--- config.mk ---
export PLATFORM = sky130hd
export DESIGN_NAME = b58_ram
export DESIGN_NICKNAME = d
export VERILOG_FILES = /design/src/b58_ram.sv
export SDC_FILE = /design/constraint.sdc
export NUM_CORES = 1
export LEC_CHECK = 0
export BUFFER_PORTS_ARGS = -buffer_cell sky130_fd_sc_hd__clkbuf_2
export CAP_MARGIN = 20
export CELL_PAD_IN_SITES_DETAIL_PLACEMENT = 0
export CELL_PAD_IN_SITES_GLOBAL_PLACEMENT = 1
export CORE_ASPECT_RATIO = 1.25
export CORE_MARGIN = 5
export CORE_UTILIZATION = 48
export DETAILED_ROUTE_END_ITERATION = 16
export PLACE_DENSITY = 0.82
export SYNTH_ARGS = -nofsm -noshare
export SYNTH_HDL_FRONTEND = slang
export SYNTH_SLANG_ARGS = --single-unit
--- constraint.sdc ---
create_clock -name clk -period 2.05 [get_ports clk]
set_clock_uncertainty 0.05 [all_clocks]
set_input_delay 0.41 -clock clk [delete_from_list [all_inputs] [get_ports clk]]
set_output_delay 0.41 -clock clk [all_outputs]
set_load 0.02 [all_outputs]
--- src/b58_ram.sv ---
// ----------------------------------------------------------------------------
// b58_ram
// Generic single-write, single-read RAM with registered read data.
// ----------------------------------------------------------------------------
module b58_ram #(
	parameter int WIDTH = 8,
	parameter int DEPTH = 16
) (
	input  logic                     clk,
	input  logic                     we,
	input  logic [$clog2(DEPTH)-1:0] waddr,
	input  logic [WIDTH-1:0]         wdata,
	input  logic                     re,
	input  logic [$clog2(DEPTH)-1:0] raddr,
	output logic [WIDTH-1:0]         rdata
);

	logic [WIDTH-1:0] mem [DEPTH];

	always_ff @(posedge clk) begin
		if (we) begin
			mem[waddr] <= wdata;
		end
		if (re) begin
			rdata <= mem[raddr];
		end
	end

endmodule

==> impl_metrics.yaml <==
status:
  outcome: "completed"
clock_network:
  hold_buffers: 0
  post_cts_resized: 0
  clk_path_buf_depth: 2
  cts_buffers: 17
  cts_htree_levels: 4
  tritoncts: "done"
  postCtsSetupBuffers: 0
  clk_pin_slew_ns: 0.06
  cts.sinks: 136
  insertion_delay_ns: 0.41
  cts_root_buf: "clkbuf_16"
timing:
  max_clock_freq_mhz: 629
  finalHoldViolations: 0
  drv_slew: 0
  setup_viol: 0
  rsz0062_at_grt: "no"
  finalCritPeriodShare_pct: 77.6
  finalCriticalPeriod_ns: 1.59
  relSlewSlack_pct: 71.8
  fin_tns_setup_ns: 0
  max_slew.worst_pin.slew_ns: 0.423
synthesis:
  synth_area_leader_cell: "edfxtp_1"
  synth_edf_count: 136
  synth-main-ff-cell: "edfxtp_1"
  syn_inst: 229
  synth.most_common_cell: "edfxtp_1"
  ys_seq_area_share_pct: 78.1
  synth_cell_types: 18
  syn_area_mm2: 0.00523
  synth.net_count: 248
  synthTopCellsByArea: "edfxtp_1 (78%), mux4_2 (7.8%), mux4_1 (7.0%)"
  avgSynthCellArea_um2: 22.8
  synthTopCellsByCount: "edfxtp_1 (136), mux4_2 (18), a22oi_1 (16)"
  synth_seq_cells: 136
  yosys.area.top_type_share_pct: 78.1
  synth_async_sr_flop_share_pct: 0
  yosysWarningCount: 0
place:
  routabilityCongestion: 0.778
  place_hpwl_um: 6480
  placedCellCount: 400
  placed_area_mm2: 0.00565
  port_buffers: 26
floorplanning:
  die_y_um: 127
  die-area_mm2: 0.0131
  core_mm2: 0.0106
  io_pins: 27
  fp-row-count: 42
  start_util_pct: 49.2
  fp.dieW_um: 103
global_routing:
  grtUsageMet2_pct: 26.4
  grt-busiest-layer: "met2"
  antenna_found_initial: 0
  grt_util_all_layers_pct: 16.7
  met1_usage_pct: 21.9
  first_global_vias: 2544
  use_met3_pct: 5.16
  grt_max_degree: 23
  grt_pass1_wl_um: 15000
  grt.overflow.total: 0
power_and_ir_drop:
  p_leak_uw: 0.00212
  powerDensity_mw_per_mm2: 1030
  total_power_uw: 6410
  vdd_drop_max_mv: 0.497
detailed_routing:
  ant_nets: 0
  drt_iter0_drc: 249
  wl_per_cell_um: 23.1
  remaining_drc_errors: 0
  firstDrtPassIters: 4
  vias_per_cell: 5.76
  wl_um: 9990
  via_count: 2490
worst_setup_path:
  cp-end-kind: "register"
  cp.required_ns: 2.16
  critPathLaunchType: "register"
  worstPathMaxFanout: 1
  cp.arrival_ns: 1.70
  path_cells: "mux4_2 > a22oi_1 > nand2_1"
  cpMaxStageDelayCell: "mux4_2"
  crit_type: "reg2reg"
  critPathMaxStageDelay_ns: 0.47
finish:
  fin_util_pct: 58.7
  diodes: 0
  fillers: 749
  fin_area_mm2: 0.00623
  layout-drive-gt1-share_pct: 32.3
  final_nets: 306
  stdcell_count: 432
  syn2layout_area_growth_pct: 19.2
min_path:
  hold_class: "in2reg"
flow_run:
  cap_violations: 0
## routing by layer
metal	vias up	routed length, µm
li1	1100	-
met1	1296	4020
met2	84	5240
met3	10	605
met4	0	127
met5	-	0
## cell families (layout without fill, tap and decap cells)
logic type | count (synthesis) | count (layout) | share of synthesized area [%]
flip-flops | 136 | 136 | 78.1
AO/OA/AOI/OAI | 16 | 16 | 2.30
AND/OR/NAND/NOR | 35 | 35 | 3.14
buffers and inverters | 10 | 81 | 1.65
multiplexers | 32 | 32 | 14.8
## flip-flops by register name, indices dropped and copies added (netlist names)
name,cells
mem,128
rdata,8
## where the power goes
group          internal, µW  total, µW  switching, µW
Clock                  1890       2960           1070
Combinational           129        305            176
Sequential             3130       3150           14.9
## through the flow
| stage | hold slack (ns) | setup slack [ns] |
|---|---|---|
| after detailed placement | 0.690 | 0.0783 |
| after global placement | 0.688 | 0.0836 |
| after global routing | 0.331 | 0.420 |
| final | 0.319 | 0.460 |
| after floorplan | 0.459 | 0.0971 |
| after CTS | 0.320 | 0.443 |
## worst paths after layout
kind,startpoint,to,slack [ns],depth (start not counted)
worst min register to register,mem[14][5],rdata[5],0.69,3
worst max-delay path,mem[1][4],rdata[4],0.46,3
worst max register to register,mem[1][4],rdata[4],0.46,3
worst min-delay path,re,rdata[6],0.32,1
## critical path: cells and delay by family, from the launching register on
family             cells  cell delay, ns
DFF                    1            0.40
and+or+nand+nor        1            0.10
AOI/OAI and AO/OA      1            0.31
muxes                  1            0.47
## layout by cell type, fill, tap and decap left out, types with 3 or more instances in the layout
master      count
nand2_1         9
clkinv_2        3
mux4_2         18
clkbuf_16      17
nor2_1         13
bufinv_16       3
nor3_1          4
buf_12          3
buf_4          20
edfxtp_1      136
mux4_1         14
clkinvlp_4      6
clkbuf_2       26
a22oi_1        16
## layout make-up
type                       instances  area, µm²  area share, %
clock buffer                      18        429           6.88
sequential                       136       4080           65.5
timing repair buffer              49        340           5.46
tap                              132        165           2.65
clock inverter                    14        158           2.53
multi-input combinational         83       1060           17.0
Note: power is estimated with default switching activity, not from simulation.
