## src/b58_pkg.sv

```systemverilog
// ----------------------------------------------------------------------------
// b58_pkg
// Shared constants, types and the alphabet lookup of the base58 encoder.
// ----------------------------------------------------------------------------
package b58_pkg;

	localparam int BYTE_W          = 8;
	localparam int SYM_W           = 7;
	localparam int DIGIT_W         = 6;
	localparam int RADIX           = 58;
	localparam int MAX_RESULTS     = 45;
	localparam int SENT_W          = $clog2(MAX_RESULTS + 1);
	localparam int MAX_BYTES_DEF   = 32;
	localparam int DIGIT_DEPTH_DEF = 45;

	// carry never exceeds 256, so carry + 256 * digit stays below 2**14
	localparam int CARRY_W     = 9;
	localparam int SUM_W       = 14;
	localparam int RECIP_W     = 15;
	localparam int RECIP_SHIFT = 20;
	localparam logic [RECIP_W-1:0] RECIP = RECIP_W'(((1 << RECIP_SHIFT) + RADIX - 1) / RADIX);

	localparam logic [SYM_W-1:0] CHAR_ONE = 7'h31;

	typedef enum logic [2:0] {
		ST_IDLE,
		ST_WALK,
		ST_APPEND,
		ST_EMIT_ONES,
		ST_EMIT_RD,
		ST_EMIT_WR
	} b58_state_t;

	// digit to character of the bitcoin alphabet, out-of-range digits clamp to 'z'
	function automatic logic [SYM_W-1:0] b58_char(input logic [DIGIT_W-1:0] d);
		logic [SYM_W-1:0] dx;
		dx = SYM_W'(d);
		if (d < 6'd9) begin
			b58_char = dx + 7'h31;
		end else if (d < 6'd17) begin
			b58_char = dx - 7'd9 + 7'h41;
		end else if (d < 6'd22) begin
			b58_char = dx - 7'd17 + 7'h4a;
		end else if (d < 6'd33) begin
			b58_char = dx - 7'd22 + 7'h50;
		end else if (d < 6'd44) begin
			b58_char = dx - 7'd33 + 7'h61;
		end else if (d < 6'd58) begin
			b58_char = dx - 7'd44 + 7'h6d;
		end else begin
			b58_char = 7'h7a;
		end
	endfunction

endpackage

```

## src/b58_digit_unit.sv

```systemverilog
// ----------------------------------------------------------------------------
// b58_digit_unit
// One carry step: (carry + 256 * digit) split into quotient and remainder by 58.
// ----------------------------------------------------------------------------
module b58_digit_unit import b58_pkg::*; (
	input  logic [CARRY_W-1:0] carry_in,
	input  logic [DIGIT_W-1:0] digit_in,
	output logic [CARRY_W-1:0] quo,
	output logic [DIGIT_W-1:0] rem
);

	localparam int PROD_W = SUM_W + RECIP_W;

	logic [SUM_W-1:0]  sum;
	logic [PROD_W-1:0] prod;
	logic [SUM_W-1:0]  back;

	assign sum  = SUM_W'(carry_in) + {digit_in, 8'h00};
	// reciprocal multiply is exact for every sum below 2**14
	assign prod = PROD_W'(sum) * PROD_W'(RECIP);
	assign quo  = prod[RECIP_SHIFT +: CARRY_W];
	assign back = SUM_W'(quo) * SUM_W'(RADIX);
	assign rem  = DIGIT_W'(sum - back);

endmodule

```

## config.mk

```make
export PLATFORM = sky130hd
export DESIGN_NAME = b58_digit_unit
export DESIGN_NICKNAME = d
export VERILOG_FILES = /design/src/b58_pkg.sv /design/src/b58_digit_unit.sv
export SDC_FILE = /design/constraint.sdc
export NUM_CORES = 1
export LEC_CHECK = 0
export BUFFER_PORTS_ARGS = -buffer_cell sky130_fd_sc_hd__buf_2
export CORE_ASPECT_RATIO = 0.9
export CORE_MARGIN = 8
export CORE_UTILIZATION = 65
export DETAILED_ROUTE_END_ITERATION = 8
export PLACE_DENSITY = 0.85
export SYNTH_ARGS = -nofsm -noshare
export SYNTH_HDL_FRONTEND = slang
export SYNTH_SLANG_ARGS = --single-unit
```

## constraint.sdc

```tcl
create_clock -name vclk -period 11.5
set_clock_uncertainty 0.2 [all_clocks]
set_input_delay 1.725 -clock vclk [all_inputs]
set_output_delay 1.725 -clock vclk [all_outputs]
set_load 0.1 [all_outputs]
```

==> results of run 1 <==
-- per-stage QoR --
step,worst slack [ps],instances,instance area [um2]
after floorplan,-194.3,429,4175
after global placement,287.5,547,4457
after detailed placement,34.85,547,4457
after CTS,17.97,547,4457
after global routing,-14.97,547,4506
final,271.4,547,4506
-- per-layer routing --
layer | vias to the layer above | routed length (um) | part of all wire (%) | GRT usage (%)
met5 | - | 0 | 0 | 0
met4 | 0 | 53 | 0.61 | 1.134
met3 | 8 | 310 | 3.6 | 0.7628
met2 | 66 | 4596 | 53 | 36.09
met1 | 1442 | 3705 | 43 | 24.21
li1 | 1439 | - | - | -
-- cell families after synthesis --
| logic type | synth area share, % |
|---|---|
| adders and majority gates | 69.51 |
| buffers and inverters | 11.41 |
| AOI/OAI and AO/OA | 7.182 |
| and+or+nand+nor | 5.204 |
| xor gates and xnor gates | 5.965 |
| muxes | 0.7304 |
-- repair_timing --
action                     in CTS  in global routing
gates resized for setup         0                 11
setup endpoints to repair       0                  2
hold endpoints to repair        0                  0
-- worst max path at each step --
stage | end | slack [ps] | depth (start not counted)
6_report | rem[5] | 270 | 34
3_3_place_gp | rem[5] | 290 | 31
3_5_place_dp | rem[5] | 30 | 34
2_1_floorplan | rem[4] | -190 | 29
4_1_cts | rem[5] | 20 | 31
5_1_grt | rem[5] | -10 | 34
-- layout make-up --
type                            count  area [um2]  share of cell area [%]
Multi-Input combinational cell    305        3755                   83.34
Inverter                          123       461.7                   10.25
Timing Repair Buffer               32       180.2                   3.999
Tap cell                           87       108.9                   2.416
-- cell usage in the layout, fill, tap and decap left out, drive strengths merged, types with 3 or more instances in the layout --
cell / instances
a211oi: 4
a21o: 8
inv: 123
o21bai: 3
mux2i: 3
a21oi: 12
or2: 3
nand3: 5
xor2: 9
and3: 3
ha: 134
o21ai: 9
fa: 59
buf: 32
xnor2: 19
nand2: 6
nor2: 9
==> metrics.txt, run 1 <==
synthesized area ~4000 um2; grt total ovfl 0; # fillers around 450; vias in the first global route ~3300; Required @ worst endpoint ~9600 ps; share of cells above drive strength 1 a little over an eighth; CP dominant cell by count ha_1; DR vias 2955; Hold Crit Endpoint rem[0]; Post-synth top cells 134 x ha_1, 123 x inv_1, 59 x fa_1, 19 x xnor2_1, 12 x a21oi_1; worst endpoint data arrival time 9300 ps; Overall Global Routing Usage a little under a fifth; Post-Syn Instances ~430; Die H a little over 90 um; Initial DRC Count around 120; post-synth top area cell ha_1; crit share post-route 97.64%; CTS Hold Buffers Added 0; Final Util around 74%; Hold Path Origin carry_in[0]; Crit. Startpoint carry_in[8]; CLK BUF 0; Routed Antenna Nets 0; Hold Path Depth 2; synth warn 0; total setup buffers inserted after CTS 0; WL/cell 15.84 um; status finished, final reports clean; Seq/Total Area, Yosys 0%; Avg Cell Area, Syn ~9.6 um2; fmax 0.08906 GHz; # rows 27; Worst path slowest cell fa_1; Die X 99.84 um; die area ~9100 um2; Worst slew margin around 62%; CORE AREA 6115 um2; Syn Nets about 640; Seq Cell Count 0; Fin Hold WS roughly 3800 ps; Tightest Hold Check Type primary input to output port; Remaining DRCs 0; setup violators final 0; HPWL after detailed placement 7.851 mm; Critical Path Max Stage Delay 530 ps; critical path endpoint category output port; most common cell in the netlist ha_1; Hold Vio Cnt, Final 0; Final #Nets 670; Layout area overhead 9.586%; initial antenna violation count 0; CP bufs+invs 7; Yosys top cell area share 40.78%; Post-Route WL between 8 and 9 mm; Tightest Pin Transition ~560 ps; I/O Buffers 30; max cap viols 0; routability congestion estimate roughly 0.9; Crit Path Category primary input to output port; largest net degree at the start of global routing 10; Final Max Slew Viols 0; Yosys cell types 35; crit path max fanout 4; Area contributors post-synth ha_1 41%, fa_1 29%, inv_1 11%, xnor2_1 4.0%, xor2_1 1.9%; ant diodes 0; drt pass-1 iters 4; Initial Util 67.24%; crit path launch type primary input; Via density 5.402; setup TNS 0 ps; FF+latch area 0 um2; minimum clock period ~11000 ps; first-pass GRT wire length between 10 and 15 mm; Top Ports 30; CP delay by family, top adder cells
Power of run 1 is left out: the tool's default activity adds up to more than one toggle a clock period on the data nets, which glitch-free logic cannot reach.
==> inputs of run 2 (changes only) <==
--- a/config.mk
+++ b/config.mk
@@ -6,11 +6,11 @@
 export NUM_CORES = 1
 export LEC_CHECK = 0
 export BUFFER_PORTS_ARGS = -buffer_cell sky130_fd_sc_hd__buf_2
-export CORE_ASPECT_RATIO = 0.9
+export CORE_ASPECT_RATIO = 2
 export CORE_MARGIN = 8
-export CORE_UTILIZATION = 65
+export CORE_UTILIZATION = 45
 export DETAILED_ROUTE_END_ITERATION = 8
-export PLACE_DENSITY = 0.85
+export SETUP_SLACK_MARGIN = 0.5
 export SYNTH_ARGS = -nofsm -noshare
 export SYNTH_HDL_FRONTEND = slang
 export SYNTH_SLANG_ARGS = --single-unit
==> run 2 against run 1 <==
Final cell count is 4.0% higher. First-iteration DRC count decreased by 49%. Setup slack gained 520 ps. Clock-buffer cell count stayed put. Critical path depth did not move. Non-clock buffer count increased by 7. Core utilization down 19 points. Critical path type unchanged. Highest routed layer unchanged.
==> metrics.txt, run 2 (synthesized netlist as in run 1, its figures left out) <==
Layout area overhead 18.02%; # rows 49 (+81%); routability congestion estimate 0.9402 (+1.6%); FF+latch area 0 um2 (unchanged); WL/cell 16.08 um (+1.5%); Tightest Pin Transition 497.8 ps (-58.53 ps); Hold Crit Endpoint rem[0]; Initial Util 45.93% (-21 points); Overall Global Routing Usage 14.08% (-5.0 points); minimum clock period 10710 ps (-519.8 ps); grt total ovfl 0 (unchanged); Hold Path Depth 2 (unchanged); fmax 0.09338 GHz (+4.9%); crit path launch type primary input; Top Ports 30 (unchanged); Required @ worst endpoint 9580 ps (about the same); CTS Hold Buffers Added 0 (unchanged); Hold Vio Cnt, Final 0 (unchanged); Post-Route WL 9.149 mm (+5.6%); largest net degree at the start of global routing 10 (unchanged); setup TNS 0 ps (unchanged); # fillers 836 (+87%); share of cells above drive strength 1 18.84% (+5.8 points); Worst path slowest cell fa_1; DR vias 2955 (unchanged); max cap viols 0 (unchanged); most frequent cells in the layout 125 x ha_1, 123 x inv_1, 58 x fa_1; setup violators final 0 (unchanged); CORE AREA 8951 um2 (+46%); first-pass GRT wire length 14.61 mm (+0.33%); Routed Antenna Nets 0 (unchanged); vias in the first global route 3324 (+0.85%); Die X 83.59 um (-16%); crit path max fanout 4 (unchanged); CP dominant cell by count ha_1; Critical Path Max Stage Delay 530 ps (about the same); Die H 151.2 um (+65%); HPWL after detailed placement 8.553 mm (+8.9%); Hold Path Origin carry_in[0]; critical path endpoint category output port; initial antenna violation count 0 (unchanged); CLK BUF 0 (unchanged); status finished, final reports clean; Crit Path Category primary input to output port; Worst slew margin 67.04% (+4.6 points); multi-input logic area 4030 um2 (+7.3%); I/O Buffers 30 (unchanged); Remaining DRCs 0 (unchanged); Final Max Slew Viols 0 (unchanged); worst endpoint data arrival time 8780 ps (-520 ps); Final Non-Filler Cells 569 (+4.0%); Seq Cell Count 0 (unchanged); dpl cells 561 (+2.6%); RSZ-0062 raised after global routing no; crit share post-route 93.12% (-4.5 points); Initial DRC Count 61 (-49%); die area 12640 um2 (+38%); drt pass-1 iters 4 (unchanged); Final #Nets 677 (+1.0%); ant diodes 0 (unchanged); Tightest Hold Check Type primary input to output port; Via density 5.193 (-3.9%); commonest non-fill, non-tap cell in the layout ha_1
[run 2: cell count changes in the layout (fill, tap and decap cells not counted), moves of 2 or more]
cell and change:
xor2_4 +2, buf_4 +7, nand3_1 -3, ha_4 +9, nor2_4 +2, xor2_2 -2, xnor2_4 +4, ha_1 -9
xnor2_2 -4, nand3_2 +2
[run 2: per-stage QoR]
step	util [%]	instance area [um2]	worst slack (ps)	hold slack (ps)
after floorplan	-	4407	536.5	3462
after global placement	52.33	4684	390.3	3792
after detailed placement	52.33	4684	155.6	3788
after CTS	52.61	4710	506.1	3789
after global routing	54.21	4852	503.2	3807
final	54.21	4852	791.1	3775
[run 2: worst max path at each step]
stage	from	end	slack, ps	cells after the start
after floorplan	carry_in[8]	rem[5]	540	31
after global placement	carry_in[8]	rem[5]	390	31
after detailed placement	carry_in[8]	rem[5]	160	31
after CTS	carry_in[8]	rem[5]	510	31
after global routing	carry_in[8]	rem[5]	500	34
final	carry_in[8]	rem[5]	790	34
[run 2: final cells by class]
class | instances | area share (%)
multi-input combinational | 305 | 83.06
inverter | 123 | 9.515
timing repair buffer | 39 | 4.796
tap | 102 | 2.630
[run 2: worst max-delay path, delay by kind of cell]
kind	cells	cell delay [ps]
and+or+nand+nor	6	860
AOI/OAI and AO/OA	2	470
xor gates and xnor gates	8	1410
buffers and inverters	6	620
adders and majority gates	12	3690
[run 2: repair_timing]
| action | in CTS | in global routing |
|---|---|---|
| setup endpoints to repair | 1 | 2 |
| setup buffers | 2 | 6 |
| cloned | 0 | 0 |
| gates resized for setup | 3 | 14 |
| pin swaps | 3 | 17 |
[run 2: layer usage]
layer | up-vias | GRT usage, % | wire length, um
met5 | - | 0 | 0
met2 | 12 | 32.48 | 5929
met3 | 5 | 0.3231 | 60
met1 | 1488 | 12.58 | 3044
met4 | 0 | 2.087 | 114
li1 | 1450 | - | -
Power of run 2 is left out for the same reason.
==> inputs of run 3 (changes only) <==
--- a/config.mk
+++ b/config.mk
@@ -8,8 +8,9 @@
 export BUFFER_PORTS_ARGS = -buffer_cell sky130_fd_sc_hd__buf_2
 export CORE_ASPECT_RATIO = 2
 export CORE_MARGIN = 8
-export CORE_UTILIZATION = 45
+export CORE_UTILIZATION = 44
 export DETAILED_ROUTE_END_ITERATION = 8
+export MAX_ROUTING_LAYER = met4
 export SETUP_SLACK_MARGIN = 0.5
 export SYNTH_ARGS = -nofsm -noshare
 export SYNTH_HDL_FRONTEND = slang
==> constraint.sdc (replaced) <==
create_clock -name vclk -period 9.44
set_clock_uncertainty 0.2 [all_clocks]
set_input_delay 1.416 -clock vclk [all_inputs]
set_output_delay 1.416 -clock vclk [all_outputs]
set_load 0.1 [all_outputs]
==> run 3 against run 2 <==
The flow now finishes with violations (negative setup slack). Die area up 1.9%. Cell area rose by 18%. Via count grew 3.8%. Routed wire length grew 0.45%.
==> metrics.txt, run 3 (synthesized netlist as in run 1, its figures left out) <==
CP dominant cell by count ha_4; max cap viols 0 (unchanged); Via density 4.885 (-5.9%); instance count on the critical path 32 (-5.9%); final setup margin -124.0 ps (-915.1 ps); Final #Nets 734 (+8.4%); crit share post-route 101.3%; Crit Path Category primary input to output port; Final Util 62.03% (+7.8 points); ant diodes 0 (unchanged); CORE AREA 9196 um2 (+2.7%); CTS Hold Buffers Added 0 (unchanged); critical path endpoint category output port; most frequent cells in the layout 115 x inv_1, 113 x ha_1, 61 x buf_4; Setup crit end rem[5]; grt total ovfl 0 (unchanged); setup violators final 1 (+1); initial antenna violation count 0 (unchanged); # rows 50 (+2.0%); Layout area overhead 38.74%; minimum clock period approximately 9600 ps; commonest non-fill, non-tap cell in the layout inv_1; CP delay by family, top adder cells; drt pass-1 iters 4 (unchanged); HPWL after detailed placement 8.415 mm (-1.6%); Crit. Startpoint digit_in[0]; status finished, violations left; I/O Buffers 30 (unchanged); CLK BUF 0 (unchanged); Critical Path Max Stage Delay 600 ps (+70 ps); share of cells above drive strength 1 34.73% (+16 points); Fin Hold WS 3152 ps (-622.9 ps); Final Max Slew Viols 0 (unchanged); FF+latch area 0 um2 (unchanged); Initial Util 44.71% (-1.2 points); DR vias 3068 (+3.8%); Seq Cell Count 0 (unchanged); RSZ-0062 raised after global routing yes; Post-Route M1 WL 3.639 mm (+20%); Hold Vio Cnt, Final 0 (unchanged); CP bufs+invs 9 (+3); largest net degree at the start of global routing 10 (unchanged); die area 12880 um2 (+1.9%); Die H 152.7 um (+1.0%); met3 wire len 216 um (+260%); Overall Global Routing Usage 14.87% (+0.79 points); pre-CTS setup slack -387.6 ps (-543.2 ps); Tightest Pin Transition 487.4 ps (-10.36 ps); Worst slew margin 67.73% (+0.69 points); Routed Antenna Nets 0 (unchanged); Worst path slowest cell fa_2; crit path max fanout 3 (-1); Post-Route WL 9.190 mm (+0.45%); Die X 84.35 um (+0.91%); Routed met2 length 5.281 mm (-11%); Required @ worst endpoint 7820 ps (-1760 ps); WL/cell 14.63 um (-9.0%); Top Ports 30 (unchanged); vias in the first global route 3363 (+1.2%); Top Metal Used met4; Initial DRC Count 47 (-23%); first-pass GRT wire length 15.53 mm (+6.3%); crit path launch type primary input; fmax ~0.10 GHz; Remaining DRCs 0 (unchanged); Tightest Hold Check Type primary input to output port; worst endpoint data arrival time 7950 ps (-830 ps); failing checks negative setup slack; routability congestion estimate 0.8950 (-4.8%)
run 3: changes by cell type in the layout (fill, tap and decap cells not counted), moves of 3 or more:
cell,delta
buf_4,+52
ha_1,-12
ha_4,+11
buf_2,-9
inv_1,-8
buf_6,+7
xnor2_1,-7
fa_1,-5
fa_2,+5
inv_2,+5
xnor2_2,+5
buf_12,+3
run 3: worst min-delay path by stage:
stage	startpoint	cells past startpoint	end	slack [ps]
final	carry_in[0]	2	rem[0]	3150
after global routing	carry_in[0]	2	rem[0]	3180
after CTS	carry_in[0]	2	rem[0]	3170
after detailed placement	carry_in[0]	2	rem[0]	3170
after global placement	carry_in[0]	2	rem[0]	3170
after floorplan	carry_in[0]	1	rem[0]	2840
run 3: metrics by stage:
stage          TNS (ps)  area [um2]  cells
4_1_cts          -138.0        5572    623
3_5_place_dp     -579.1        5396    618
2_1_floorplan    -990.6        4643    429
3_3_place_gp     -538.8        5396    618
5_1_grt          -536.0        5704    628
6_report         -124.0        5704    628
run 3: layer usage:
layer | vias to the layer above | global-route usage, %
met5 | - | -
met3 | 4 | 0.7495
li1 | 1561 | -
met4 | 0 | 0.7329
met2 | 26 | 29.16
met1 | 1477 | 16.43
run 3: what timing repair did:
item	CTS	global route
endpoints found under the setup margin	6	9
pin swaps	41	13
hold endpoints to repair	0	0
gates resized for setup	29	17
gates cloned	0	0
buffers inserted	5	5
run 3: layout make-up:
type / count / area [um2]
multi-input cells: 305 / 4342
well taps: 104 / 130.1
repair buffers: 96 / 762.0
inverters: 123 / 470.5
fillers: 780 / 3492
Power of run 3 is left out for the same reason.
